[config.mk]
export PLATFORM = sky130hd
export DESIGN_NAME = rail_bus_frame_receiver
export DESIGN_NICKNAME = d
export VERILOG_FILES = /design/src/rbfr_pkg.sv /design/src/rbfr_front.sv /design/src/rbfr_back.sv /design/src/rail_bus_frame_receiver.sv
export SDC_FILE = /design/constraint.sdc
export NUM_CORES = 1
export LEC_CHECK = 0
export ABC_AREA = 1
export BUFFER_PORTS_ARGS = -buffer_cell sky130_fd_sc_hd__buf_4
export CAP_MARGIN = 20
export CORE_ASPECT_RATIO = 0.6
export CORE_MARGIN = 2
export CORE_UTILIZATION = 40
export CTS_CLUSTER_SIZE = 40
export DETAILED_ROUTE_END_ITERATION = 12
export GPL_ROUTABILITY_DRIVEN = 0
export SLEW_MARGIN = 5
export SYNTH_ARGS = -nofsm -noshare
export SYNTH_HDL_FRONTEND = slang
export SYNTH_SLANG_ARGS = --single-unit
[constraint.sdc]
create_clock -name clk -period 6.5 [get_ports clk]
set_clock_uncertainty 0.2 [all_clocks]
set_input_delay 0.325 -clock clk [delete_from_list [all_inputs] [get_ports clk]]
set_output_delay 0.325 -clock clk [all_outputs]
set_load 0.05 [all_outputs]
[src/rbfr_pkg.sv]
`timescale 1ns / 1ps
// ----------------------------------------------------------------------------
// rbfr_pkg
// Types and codes shared by the rail bus frame receiver modules.
// ----------------------------------------------------------------------------
package rbfr_pkg;

    localparam int NUM_SW = 14;
    localparam int NUM_BLK = 14;

    typedef enum logic [1:0] {
        CMD_BYTE = 2'd0,
        CMD_TICK = 2'd1,
        CMD_SENT = 2'd2,
        CMD_NONE = 2'd3
    } cmd_t;

    typedef enum logic [3:0] {
        EV_FEEDBACK  = 4'd0,
        EV_ACK       = 4'd1,
        EV_FAILURE   = 4'd2,
        EV_POWER_OFF = 4'd3,
        EV_POWER_ON  = 4'd4,
        EV_TRAINS    = 4'd5,
        EV_BUSY      = 4'd6,
        EV_UNHANDLED = 4'd7,
        EV_TIMEOUT   = 4'd8
    } event_t;

    localparam logic [1:0] REG_TIMEOUT = 2'd0;
    localparam logic [1:0] REG_MAP_A   = 2'd1;
    localparam logic [1:0] REG_MAP_B   = 2'd2;

    localparam logic [7:0] HDR_FB_LO  = 8'h40;
    localparam logic [7:0] HDR_FB_HI  = 8'h60;
    localparam logic [7:0] HDR_STAT   = 8'h01;
    localparam logic [7:0] HDR_POWER  = 8'h61;
    localparam logic [7:0] HDR_TRAINS = 8'h81;
    localparam logic [7:0] FB_ADDR_A  = 8'h40;
    localparam logic [7:0] FB_ADDR_B  = 8'h41;

    typedef struct packed {
        logic [1:0]  command;
        logic [7:0]  rx_byte;
        logic [15:0] elapsed_ms;
    } in_item_t;

    typedef struct packed {
        logic [3:0]  event_kind;
        logic        checksum_ok;
        logic        request_all_off;
        logic        request_resend;
        logic        track_power_on;
        logic        command_pending;
        logic [27:0] switch_state_vector;
        logic [13:0] block_occupied_vector;
        logic [13:0] block_known_vector;
        logic        switch_report_error;
    } out_item_t;

    // Front to back: one classified job
    typedef enum logic [1:0] {
        JOB_FRAME   = 2'd0,
        JOB_TIMEOUT = 2'd1,
        JOB_ARM     = 2'd2
    } job_kind_t;

    typedef struct packed {
        job_kind_t  kind;
        logic       ck_ok;
        logic [7:0] hdr;
        logic [7:0] d1;
        logic [2:0] pairs;
    } job_t;

    typedef enum logic [1:0] {
        BK_IDLE,
        BK_PAIR,
        BK_EMIT
    } bk_state_t;

endpackage

[src/rbfr_front.sv]
`timescale 1ns / 1ps
// ----------------------------------------------------------------------------
// rbfr_front
// Frames bytes, keeps checksum and the pending timer, and hands frame ends,
// timeouts and command-sent notices to the back end as jobs.
// ----------------------------------------------------------------------------
module rbfr_front (
    input  logic                clk,
    input  logic                rst_n,
    input  logic                in_valid,
    input  rbfr_pkg::in_item_t  in_item,
    output logic                in_ready,
    input  logic [15:0]         timeout_limit,
    output logic                job_valid,
    output rbfr_pkg::job_t      job,
    input  logic                job_ready,
    // frame store write port
    output logic                st_we,
    output logic [3:0]          st_waddr,
    output logic [7:0]          st_wdata
);
    import rbfr_pkg::*;

    logic [4:0]  cnt_reg, cnt_next;
    logic [4:0]  len_reg, len_next;
    logic [7:0]  ck_reg, ck_next;
    logic [7:0]  hdr_reg, hdr_next;
    logic [7:0]  d1_reg, d1_next;
    logic [16:0] el_reg, el_next;
    logic        pend_reg, pend_next;
    logic        jv_reg, jv_next;
    job_t        job_reg, job_next;

    logic        take;
    logic [4:0]  len_cur;
    logic [7:0]  ck_cur;
    logic [4:0]  cnt_inc;
    logic [16:0] el_sum;

    // Hold input while a job waits; the back end needs the frame store intact
    assign in_ready = !jv_reg;
    assign take     = in_valid && in_ready;
    assign job_valid = jv_reg;
    assign job       = job_reg;

    always_comb
    begin
        len_cur = (cnt_reg == 5'd0) ? ((in_item.rx_byte[3:0] == 4'hf) ? 5'd17
                  : {1'b0, in_item.rx_byte[3:0]} + 5'd2) : len_reg;
        ck_cur  = (cnt_reg == 5'd0) ? 8'h00 : ck_reg;
        cnt_inc = cnt_reg + 5'd1;
        el_sum  = el_reg + {1'b0, in_item.elapsed_ms};
    end

    always_comb
    begin
        cnt_next  = cnt_reg;
        len_next  = len_reg;
        ck_next   = ck_reg;
        hdr_next  = hdr_reg;
        d1_next   = d1_reg;
        el_next   = el_reg;
        pend_next = pend_reg;
        jv_next   = jv_reg && !job_ready;
        job_next  = job_reg;
        st_we     = 1'b0;
        st_waddr  = cnt_reg[3:0];
        st_wdata  = in_item.rx_byte;
        if (take)
        begin
            unique case (cmd_t'(in_item.command))
                CMD_BYTE:
                begin
                    len_next = len_cur;
                    st_we    = !cnt_reg[4];
                    if (cnt_reg == 5'd0)
                        hdr_next = in_item.rx_byte;
                    if (cnt_reg == 5'd1)
                        d1_next = in_item.rx_byte;
                    if (cnt_inc >= len_cur)
                    begin
                        cnt_next      = 5'd0;
                        ck_next       = ck_cur;
                        jv_next       = 1'b1;
                        job_next.kind = JOB_FRAME;
                        job_next.ck_ok = (in_item.rx_byte == ck_cur);
                        job_next.hdr  = (cnt_reg == 5'd0) ? in_item.rx_byte : hdr_reg;
                        job_next.d1   = (cnt_reg == 5'd1) ? in_item.rx_byte : d1_reg;
                        job_next.pairs = (len_cur >= 5'd16) ? 3'd7
                                         : 3'((len_cur - 5'd2) >> 1);
                    end
                    else
                    begin
                        cnt_next = cnt_inc;
                        ck_next  = ck_cur ^ in_item.rx_byte;
                    end
                end
                CMD_TICK:
                begin
                    el_next = el_sum;
                    if (el_sum > {1'b0, timeout_limit})
                    begin
                        el_next   = 17'd0;
                        pend_next = 1'b0;
                        if (pend_reg)
                        begin
                            jv_next       = 1'b1;
                            job_next.kind = JOB_TIMEOUT;
                        end
                    end
                end
                CMD_SENT:
                begin
                    pend_next     = 1'b1;
                    el_next       = 17'd0;
                    jv_next       = 1'b1;
                    job_next.kind = JOB_ARM;
                end
                default: ;
            endcase
        end
        // an ack frame clears the pending flag here as the job leaves
        if (jv_reg && job_ready && job_reg.kind == JOB_FRAME && job_reg.ck_ok
            && job_reg.hdr == HDR_STAT && job_reg.d1 == 8'h04)
            pend_next = 1'b0;
    end

    always_ff @(posedge clk or negedge rst_n)
    begin
        if (!rst_n)
        begin
            cnt_reg  <= 5'd0;
            len_reg  <= 5'd0;
            ck_reg   <= 8'h00;
            el_reg   <= 17'd0;
            pend_reg <= 1'b0;
            jv_reg   <= 1'b0;
        end
        else
        begin
            cnt_reg  <= cnt_next;
            len_reg  <= len_next;
            ck_reg   <= ck_next;
            el_reg   <= el_next;
            pend_reg <= pend_next;
            jv_reg   <= jv_next;
        end
    end

    always_ff @(posedge clk)
    begin
        hdr_reg <= hdr_next;
        d1_reg  <= d1_next;
        job_reg <= job_next;
    end

endmodule

[src/rbfr_back.sv]
`timescale 1ns / 1ps
// ----------------------------------------------------------------------------
// rbfr_back
// Carries out jobs: walks feedback pairs from the frame store, address byte
// then value byte, keeps switch, occupancy and power state, and builds result items.
// ----------------------------------------------------------------------------
module rbfr_back (
    input  logic                 clk,
    input  logic                 rst_n,
    input  logic                 job_valid,
    input  rbfr_pkg::job_t       job,
    output logic                 job_ready,
    input  logic [31:0]          map_a,
    input  logic [31:0]          map_b,
    input  logic                 st_we,
    input  logic [3:0]           st_waddr,
    input  logic [7:0]           st_wdata,
    output logic                 res_valid,
    output rbfr_pkg::out_item_t  res,
    input  logic                 res_ready
);
    import rbfr_pkg::*;

    logic [7:0] store_mem [16];
    logic [7:0] addr_q, val_q;

    bk_state_t state_reg, state_next;
    logic [2:0] pidx_reg, pidx_next;
    logic [2:0] pairs_reg, pairs_next;
    logic       swerr_reg, swerr_next;
    logic       pend_reg, pend_next;
    logic       pwr_reg, pwr_next;
    logic [1:0] sw_reg [NUM_SW];
    logic [1:0] sw_next [NUM_SW];
    logic [NUM_BLK-1:0] occ_reg, occ_next, kn_reg, kn_next;
    logic       rv_reg, rv_next;
    out_item_t  res_reg, res_next;

    logic [3:0] rd_addr;
    logic       rd_en;
    logic       emit;
    event_t     ev;
    logic       e_ck, e_off, e_rs;
    logic       rd_ph_reg, rd_ph_next;
    logic       apply_reg;

    // pair p: address at 1+2p, value at 2+2p; read one byte per cycle
    assign rd_addr = {pidx_reg, 1'b0} + {3'd0, ~rd_ph_reg} + 4'd0
                     + (rd_ph_reg ? 4'd2 : 4'd0);
    assign rd_en   = (state_reg == BK_PAIR);

    always_ff @(posedge clk)
    begin
        if (st_we)
            store_mem[st_waddr] <= st_wdata;
        if (rd_en)
        begin
            if (rd_ph_reg)
                val_q <= store_mem[rd_addr];
            else
                addr_q <= store_mem[rd_addr];
        end
    end

    // hold new jobs while a result waits
    assign job_ready = (state_reg == BK_IDLE) && !rv_reg;

    assign res_valid = rv_reg;
    assign res       = res_reg;

    always_comb
    begin
        state_next = state_reg;
        unique case (state_reg)
            BK_IDLE:
                if (job_valid && job_ready)
                begin
                    if (job.kind == JOB_FRAME && job.ck_ok && job.hdr >= HDR_FB_LO
                        && job.hdr <= HDR_FB_HI && job.pairs != 3'd0)
                        state_next = BK_PAIR;
                    else if (job.kind != JOB_ARM)
                        state_next = BK_EMIT;
                end
            BK_PAIR:
                if (rd_ph_reg && pidx_reg == pairs_reg - 3'd1)
                    state_next = BK_EMIT;
            BK_EMIT:
                if (!rv_reg || res_ready)
                    state_next = BK_IDLE;
            default: state_next = BK_IDLE;
        endcase
    end

    // classify the latched job
    always_comb
    begin
        ev    = EV_UNHANDLED;
        e_ck  = 1'b1;
        e_off = 1'b0;
        e_rs  = 1'b0;
        if (job.kind == JOB_TIMEOUT)
        begin
            ev   = EV_TIMEOUT;
            e_ck = 1'b0;
        end
        else if (!job.ck_ok)
        begin
            e_ck  = 1'b0;
            e_off = 1'b1;
        end
        else if (job.hdr >= HDR_FB_LO && job.hdr <= HDR_FB_HI)
            ev = EV_FEEDBACK;
        else if (job.hdr == HDR_STAT && job.d1 == 8'h04)
            ev = EV_ACK;
        else if (job.hdr == HDR_STAT && job.d1 == 8'h01)
        begin
            ev    = EV_FAILURE;
            e_off = 1'b1;
        end
        else if (job.hdr == HDR_POWER && job.d1 == 8'h00)
            ev = EV_POWER_OFF;
        else if (job.hdr == HDR_POWER && job.d1 == 8'h01)
            ev = EV_POWER_ON;
        else if (job.hdr == HDR_TRAINS && job.d1 == 8'h00)
            ev = EV_TRAINS;
        else if (job.hdr == HDR_POWER && job.d1 == 8'h81)
        begin
            ev   = EV_BUSY;
            e_rs = pend_reg;
        end
    end

    logic [4:0] id0;
    logic [1:0] s0, s1;
    logic [31:0] map_sel;
    logic [3:0] blk;

    always_comb
    begin
        pidx_next  = pidx_reg;
        pairs_next = pairs_reg;
        swerr_next = swerr_reg;
        pend_next  = pend_reg;
        pwr_next   = pwr_reg;
        occ_next   = occ_reg;
        kn_next    = kn_reg;
        rd_ph_next = rd_ph_reg;
        rv_next    = rv_reg && !res_ready;
        res_next   = res_reg;
        emit       = 1'b0;
        for (int i = 0; i < NUM_SW; i++)
            sw_next[i] = sw_reg[i];
        id0     = 5'({addr_q[2:0], 2'b00}) + {3'd0, val_q[4], 1'b0};
        s0      = val_q[1:0];
        s1      = val_q[3:2];
        map_sel = (addr_q == FB_ADDR_A) ? map_a : map_b;
        blk     = 4'd0;

        if (job_valid && job_ready)
        begin
            pidx_next  = 3'd0;
            pairs_next = job.pairs;
            swerr_next = 1'b0;
            rd_ph_next = 1'b0;
            if (job.kind == JOB_ARM)
                pend_next = 1'b1;
            else if (job.kind == JOB_TIMEOUT)
                pend_next = 1'b0;
            else if (ev == EV_ACK)
                pend_next = 1'b0;
            else if (ev == EV_POWER_OFF)
                pwr_next = 1'b0;
            else if (ev == EV_POWER_ON)
                pwr_next = 1'b1;
            res_next.event_kind      = ev;
            res_next.checksum_ok     = e_ck;
            res_next.request_all_off = e_off;
            res_next.request_resend  = e_rs;
        end

        if (state_reg == BK_PAIR)
        begin
            rd_ph_next = !rd_ph_reg;
            // move on to the next pair once its value byte has been read
            if (!rd_ph_reg && pidx_reg != 3'd0)
                pidx_next = pidx_reg;
            if (rd_ph_reg)
                pidx_next = pidx_reg + 3'd1;
        end

        // apply the pair whose bytes are registered, in the cycle after the value read
        if (apply_reg)
        begin
            if (addr_q <= 8'd4)
            begin
                if (id0 < 5'(NUM_SW))
                begin
                    if (s0 == 2'd1 || s0 == 2'd2)
                    begin
                        sw_next[id0[3:0]] = s0;
                        if (id0 + 5'd1 < 5'(NUM_SW))
                        begin
                            if (s1 == 2'd1 || s1 == 2'd2)
                                sw_next[id0[3:0] + 4'd1] = s1;
                            else
                                swerr_next = 1'b1;
                        end
                    end
                    else
                        swerr_next = 1'b1;
                end
            end
            else if (addr_q == FB_ADDR_A || addr_q == FB_ADDR_B)
            begin
                for (int i = 0; i < 4; i++)
                begin
                    blk = map_sel[{val_q[4], 2'(i), 2'b00} +: 4];
                    if (blk < 4'(NUM_BLK))
                    begin
                        occ_next[blk] = val_q[i];
                        kn_next[blk]  = 1'b1;
                    end
                end
            end
        end

        if (state_reg == BK_EMIT && !apply_reg && (!rv_reg || res_ready))
        begin
            emit    = 1'b1;
            rv_next = 1'b1;
            res_next.track_power_on        = pwr_reg;
            res_next.command_pending       = pend_reg;
            res_next.switch_report_error   = swerr_reg;
            res_next.switch_state_vector   = '0;
            for (int i = 0; i < NUM_SW; i++)
                res_next.switch_state_vector[2*i +: 2] = sw_reg[i];
            res_next.block_occupied_vector = 14'(occ_reg);
            res_next.block_known_vector    = 14'(kn_reg);
        end
    end

    always_ff @(posedge clk or negedge rst_n)
    begin
        if (!rst_n)
            apply_reg <= 1'b0;
        else
            apply_reg <= (state_reg == BK_PAIR) && rd_ph_reg;
    end

    always_ff @(posedge clk or negedge rst_n)
    begin
        if (!rst_n)
        begin
            state_reg <= BK_IDLE;
            pidx_reg  <= 3'd0;
            pairs_reg <= 3'd0;
            swerr_reg <= 1'b0;
            pend_reg  <= 1'b0;
            pwr_reg   <= 1'b0;
            occ_reg   <= '0;
            kn_reg    <= '0;
            rd_ph_reg <= 1'b0;
            rv_reg    <= 1'b0;
            for (int i = 0; i < NUM_SW; i++)
                sw_reg[i] <= 2'd0;
        end
        else
        begin
            state_reg <= (state_next == BK_IDLE && state_reg == BK_EMIT && !emit)
                         ? BK_EMIT : state_next;
            pidx_reg  <= pidx_next;
            pairs_reg <= pairs_next;
            swerr_reg <= swerr_next;
            pend_reg  <= pend_next;
            pwr_reg   <= pwr_next;
            occ_reg   <= occ_next;
            kn_reg    <= kn_next;
            rd_ph_reg <= rd_ph_next;
            rv_reg    <= rv_next;
            for (int i = 0; i < NUM_SW; i++)
                sw_reg[i] <= sw_next[i];
        end
    end

    always_ff @(posedge clk)
    begin
        res_reg <= res_next;
    end

endmodule

[src/rail_bus_frame_receiver.sv]
`timescale 1ns / 1ps
// ----------------------------------------------------------------------------
// rail_bus_frame_receiver
// Receive side of a serial rail bus link: frames, checks, classifies.
// ----------------------------------------------------------------------------
// Usage:
//   Input queue (push/full) takes link bytes, millisecond ticks and notices
//   that a blocking command was sent. Result queue (empty/pop) gives one item
//   per frame end and per timeout of a pending command.
//   Config channel (cfg_valid/cfg_ready) writes timeout limit and the two
//   feedback block maps; write only while the block is idle.
// Flow:
//   The front end takes a plain byte whenever full is low, and full stays
//   high while its job waits for the back end. A frame end or tick that
//   yields a result is handed to the back end as a job and its item is
//   registered on the result port; a feedback frame first reads and applies
//   its pairs in turn via the one store read port, address then value byte.
// Reset: control state cleared, power off, nothing pending, registers at
//   their reset values. A stalled result holds; the back end then stalls
//   and the front end fills once more before raising full.
// ----------------------------------------------------------------------------
module rail_bus_frame_receiver (
    input  logic                 clk,
    input  logic                 rst_n,
    input  logic                 push,
    output logic                 full,
    input  rbfr_pkg::in_item_t   in_item,
    output logic                 empty,
    input  logic                 pop,
    output rbfr_pkg::out_item_t  out_item,
    input  logic                 cfg_valid,
    output logic                 cfg_ready,
    input  logic [1:0]           cfg_index,
    input  logic [31:0]          cfg_data
);
    import rbfr_pkg::*;

    logic [15:0] tlim_reg;
    logic [31:0] map_a_reg, map_b_reg;
    logic        in_ready, job_valid, job_ready, res_valid;
    job_t        job;
    logic        st_we;
    logic [3:0]  st_waddr;
    logic [7:0]  st_wdata;

    assign cfg_ready = 1'b1;
    assign full      = !in_ready;
    assign empty     = !res_valid;

    always_ff @(posedge clk or negedge rst_n)
    begin
        if (!rst_n)
        begin
            tlim_reg  <= 16'd2000;
            map_a_reg <= 32'h7654_3210;
            map_b_reg <= 32'hDDDC_BA98;
        end
        else if (cfg_valid)
        begin
            case (cfg_index)
                REG_TIMEOUT: tlim_reg  <= cfg_data[15:0];
                REG_MAP_A:   map_a_reg <= cfg_data;
                REG_MAP_B:   map_b_reg <= cfg_data;
                default: ;
            endcase
        end
    end

    rbfr_front u_front (
        .clk, .rst_n,
        .in_valid(push), .in_item, .in_ready,
        .timeout_limit(tlim_reg),
        .job_valid, .job, .job_ready,
        .st_we, .st_waddr, .st_wdata
    );

    rbfr_back u_back (
        .clk, .rst_n,
        .job_valid, .job, .job_ready,
        .map_a(map_a_reg), .map_b(map_b_reg),
        .st_we, .st_waddr, .st_wdata,
        .res_valid, .res(out_item), .res_ready(pop)
    );

endmodule

Word-level counts from Yosys, hierarchy flattened
Memories as Yosys holds them, arrays and structs flattened.
Index checks and enable logic that the tools add are counted.

operators by class
  $add $sub $neg = 11
  order comparisons = 24
  equality and inequality tests = 33
  shifts and indexed selects = 4
  mux-type cells = 116
  bitwise logic cells = 14
  reduce and logical (&&, ||, !) cells = 76

operators by type and width
  operator            count
  $mux 14             26
  $shiftx 32x6->4     4
  $bwmux 14           4
  $bwmux 28           2
  $mux 28             2
  $or 14x14->14       4
  $mux 1              37
  $pmux 17 s2         1
  $logic_and 1x1->1   33
  $mux 32             1
  $mux 4              8
  $mux 8              4
  $eq 8x7->1 const B  3
  $mux 2              11
  $mux 22             1
  $lt 4x5->1 const B  4
  $add 17x16->17      1
  $gt 17x16->1        1
  $mux 17             1
  $demux 1 s4         4
  $demux 2 s4         2
  $eq 8x1->1 const B  2
  $eq 8x8->1 const B  2
  $ge 4x1->1 const B  4
  51 further kinds    116

word-level totals
  register bits after elaboration = 304
  bits in writable memories = 128
  input port bits = 65
  memories = 1

memories
  name              words  width  rd ports  clocked after memory_dff  wr ports  line             source
  u_back.store_mem  16     8      1         0                         1         rbfr_back.sv:24  logic [7:0] store_mem [16];

Longest topological paths before layout
  depth in word-level cells = 24
  mapped depth = 26
  gate-level depth less buffers = 26

Cells and area by module
A second synthesis with hierarchy kept.

second synthesis, totals
  cells, all modules = 2304
  area total of the unflattened synthesis = 21351.7 um2

by module, submodules not included
  module                   times used  cells each  area an instance (um2)  seq. area each (um2)
  rbfr_back                1           1407        13192.7                 7967.6
  rbfr_front               1           536         4789.6                  2067.0
  rail_bus_frame_receiver  1           361         3369.5                  2048.2

Worst setup path before layout
No wires, ideal clock.

  path type = register to register
  from = reg u_back.rv_reg, in the netlist u_back.res_valid
  to = reg u_back.state_reg[1]
  arrival = 5.060 ns
  setup slack = 0.898 ns
  cell stages (with the launch flop) = 5
  buffers on the path = 0
  period minus slack after synthesis = 5.602 ns
  cell sequence = dfrtp_1 > inv_1 > nor2_1 > nor3_1 > o21ai_0

RTL lines
  element                 line                               source
  from (decl)             rbfr_back.sv:36                    logic rv_reg, rv_next;
  from (signal assigned)  rbfr_back.sv:279                   rv_reg <= rv_next;
  $logic_not 1->1         --
  via empty               rail_bus_frame_receiver.sv:28      output logic empty,
  $logic_or 1x1->1        rbfr_back.sv:88, rbfr_back.sv:227
  $logic_and 1x1->1       rbfr_back.sv:227                   if (state_reg == BK_EMIT && !apply_reg && (!rv_reg || res_ready))
  $mux 1                  rbfr_back.sv:227
  via u_back.emit         rbfr_back.sv:41                    logic emit;
  $logic_not 1->1         rbfr_back.sv:269                   state_reg <= (state_next == BK_IDLE && state_reg == BK_EMIT && !emit)
  $logic_and 1x1->1       rbfr_back.sv:269
  $mux 2                  rbfr_back.sv:270                   ? BK_EMIT : state_next;
  to (signal assigned)    rbfr_back.sv:269
  to (decl)               rbfr_back.sv:27                    bk_state_t state_reg, state_next;

The timed path passes the listed nets, and every way through them passes these cells.
A chain may end at the register's enable or synchronous reset.

Worst setup path in the final report
  from = reg u_front.cnt_reg[0]
  to = reg u_front.job_reg, in the netlist u_front.job[19] (enable)

on the way
  cells in the longest elaborated chain, start to end = 4

ends and longest elaborated chain
  element                                              line               source
  from (decl)                                          rbfr_front.sv:24   logic [4:0] cnt_reg, cnt_next;
  from (signal assigned)                               rbfr_front.sv:141  cnt_reg <= cnt_next;
  branches (longest 2 deep; another with $add 5x1->5)  --
  $ge 5x5->1 (*)                                       rbfr_front.sv:80   if (cnt_inc >= len_cur)
  $reduce_and 3->1 (no source line) (*)                --
  to (signal assigned)                                 rbfr_front.sv:154  job_reg <= job_next;
  to (decl)                                            rbfr_front.sv:32   job_t job_reg, job_next;

Every way passes the cells marked *.

==> qor.yml <==
netlist.area_leader.share: 0.365
power-per-cell-area_nw_per_um2: 383
globalRoute.totalOverflow: 0
total_cts_buffers: 42
main_combinational_cell_family_by_area_after_synthesis: "simple AND/OR/NAND/NOR gates"
violations: "negative hold slack"
max_freq_ghz: 0.224
timing.final.max_slew_violations: 0
cp_cell_sequence: "inv_1 > ha_1 > inv_1 > nor3_2 > inv_2 > nor2_1 > inv_1 > o21ai_0 > ha_1 > a21oi_1 > o21a_1 > nand3_1 > clkinv_1 > nor2_1 > buf_4"
async_set_or_reset_flop_fraction_in_the_synthesized_netlist: 0.433
synth-seq-cells: 432
synth_edf_count: 245
postRouteAntennaNets: 0
num_io_pins: 134
worst_path_most_repeated_cell: "inv_1"
fill_cells: 4533
vias: 15000
track_usage: 0.205
die-area_um2: 52200
mean_instance_size_in_the_synthesized_netlist_um2: 9.93
pin_count_of_the_biggest_net_entering_global_routing: 81
total_number_of_h_tree_levels: 2
wl_per_cell_um: 18.2
timing.final.hold_violations: 2
biggest_area_contributors_in_the_synthesized_netlist: "edfxtp_1 (37%), dfrtp_1 (19%), nand2_1 (9.1%)"
vdd.ir_drop.worst_mv: 0.196
setup.worst_path.end_class: "flop"
grt_antenna_before_repair: 0
finalWirelength_um: 52700
flow.area_growth_from_synthesis_pct: 17.6
post_cts_resize_count: 0
post_synth_design_cell_area_um2: 20200
crit_arrival_ps: 4480
worst_path_required_ps: 6530
design.core.area_um2: 49600
cts-hold-fix-buffers: 44
detailed_route_iter0_violations: 1558
synthesis.nets: 2151
first_pass_grt_wire_length_um: 82900
synth.mux.area_fraction: 0.00795
yosys_most_used_dff: "edfxtp_1"
place.port_buffers: 132
unrepaired_setup_endpoints_after_global_routing: "no"
clk_path_buf_depth: 3
numClockSinks: 432
synth-compound-area-share: 0.106
cts_tree: "built"
yosysMostFrequentCell: "nand2_1"
worst_skew_pair_later_pin_latency_ps: 570
drt_drc_violations_left: 0
post-route-min-period_ps: 4460
timing.critical_path.slowest_cell_delay_ps: 540
timing_worst_setup_path_type: "flop to flop"
synthTopCellsByCount: "nand2_1 (489), edfxtp_1 (245), o21ai_0 (198)"
status: "complete, but fails checks"
total_leakage_power_nw: 10.4
critPathMaxFanout: 24
final_layout_size_suffix_gt1_frac: 0.148
place.detailed.hpwl_um: 36900
multi_input_area_um2: 6980
post_drt_via_cell_ratio: 5.20
starting_density_of_the_core: 0.406
clk_transition_reported_paths_ps: 60
die_x_um: 294
worstMarginPinSlew_ps: 1090
final_nets: 2329
yosys.area.top_type: "edfxtp_1"
register_area_um2: 12100
antenna_diode_count: 0
clock_tree.root_cell: "clkbuf_16"
first_global_vias: 14500
timing.max_cap.violations: 0
min-delay-path-class: "primary input to flop"
row_count: 63
synth.yosys.warnings: 0
adder_cell_share_of_the_synthesized_area: 0.0358
setup-violations-final: 0
synthSimpleGateAreaFrac: 0.181
syn_inst: 2029
critical-path-slowest-cell: "nor3_2"
setup_tns_ps: 0
number_of_flip_flops_under_the_largest_register_name: 128
synth_seq_area_share: 0.600
hold-worst-slack_ps: -11.1
drtPass1Iterations: 6
die_h_um: 178
post_synth_num_cell_types: 56
share_of_the_synthesized_netlist_area_taken_by_xor_and_xnor_gates: 0.0143
setup.worst_path.start_class: "flop"
final_min_period_over_clock_period: 0.686
cts.repair_timing.setup_buffer_count: 0
rel_slew_slack: 0.271
==> per-stage QoR <==
stage / utilization / total power [mW] / std cells / instance area (µm²) / worst slack, ps
2_1_floorplan: - / 5.75 / 2029 / 20200 / 898
3_3_place_gp: 0.440 / 6.57 / 2763 / 21800 / 2300
3_5_place_dp: 0.440 / 6.64 / 2764 / 21800 / 2070
4_1_cts: 0.476 / 9.11 / 2885 / 23600 / 2050
5_1_grt: 0.478 / 9.65 / 2890 / 23700 / 1660
6_report: 0.478 / 9.06 / 2890 / 23700 / 2040
==> worst max-delay path, delay by kind of cell, from the launching register on <==
family	cells	cell delay, ps
buffers and inverters	6	1340
AND/OR/NAND/NOR	4	1370
flip-flops	1	460
AO/OA/AOI/OAI	3	390
adder cells (fa/ha/maj)	2	350
==> layout make-up <==
class / instances / share of cell area
tap: 650 / 0.0343
multi-input combinational: 1318 / 0.295
clock buffer: 57 / 0.0481
clock inverter: 20 / 0.00845
inverter: 212 / 0.0337
sequential: 432 / 0.510
timing repair buffer: 201 / 0.0707
==> cell families after synthesis <==
group | count (synthesis)
multiplexers | 16
AO/OA/AOI/OAI | 366
XOR/XNOR | 33
buffers and inverters | 279
adder cells (fa/ha/maj) | 57
flip-flops | 432
other | 1
AND/OR/NAND/NOR | 845
==> routing by layer <==
layer  track usage  vias up  share of wire
li1              -     7210              -
met1         0.316     7264           0.49
met2         0.299      484           0.42
met3        0.0377       69          0.071
met4        0.0406        0          0.015
met5             0        -              0
==> path summary, 6_finish.rpt <==
check / from / to / slack [ps] / cells past startpoint
min: cfg_index[1] / map_a_reg[28] / -10 / 4
max: u_front.cnt_reg[0] / u_front.job[19] / 2040 / 15
max in group asynchronous: rst_n / u_back.sw_reg[24] / 4560 / 3
min in group asynchronous: rst_n / u_front.el_reg[3] / 150 / 2
max reg2reg: u_front.cnt_reg[0] / u_front.job[19] / 2040 / 15
min reg2reg: u_back.kn_reg[11] / u_back.res[12] / 240 / 0
==> power breakdown <==
part | leakage (nW) | total, mW | switching [mW] | internal [mW]
clock network | 0.658 | 2.42 | 1.06 | 1.36
logic | 5.16 | 3.07 | 2.11 | 0.955
registers | 4.63 | 3.58 | 0.188 | 3.39
total | 10.4 | 9.06 | 3.36 | 5.71
==> cell usage in the layout (no fill, tap or decap), types with 13 or more instances in the layout <==
cell           netlist  layout
a21o_1              16      16
a21oi_1             50      50
buf_4                2     151
clkbuf_1            52      13
clkbuf_16            0      43
dfrtp_1            150     149
dfstp_2             37      37
dlygate4sd3_1        0      46
edfxtp_1           245     245
ha_1                56      56
inv_1              185     185
inv_2               20      21
mux2i_1             16      16
nand2_1            489     488
nand2_2             16      17
nand3_1             82      81
nand4_1             19      19
nor2_1             170     170
nor3_1              24      21
o21ai_0            198     198
o21ai_1             16      16
o221ai_1            15      15
o22ai_1             18      18
o32ai_1             17      17
xor2_1              25      25
Power figures use the tool's default switching activity.
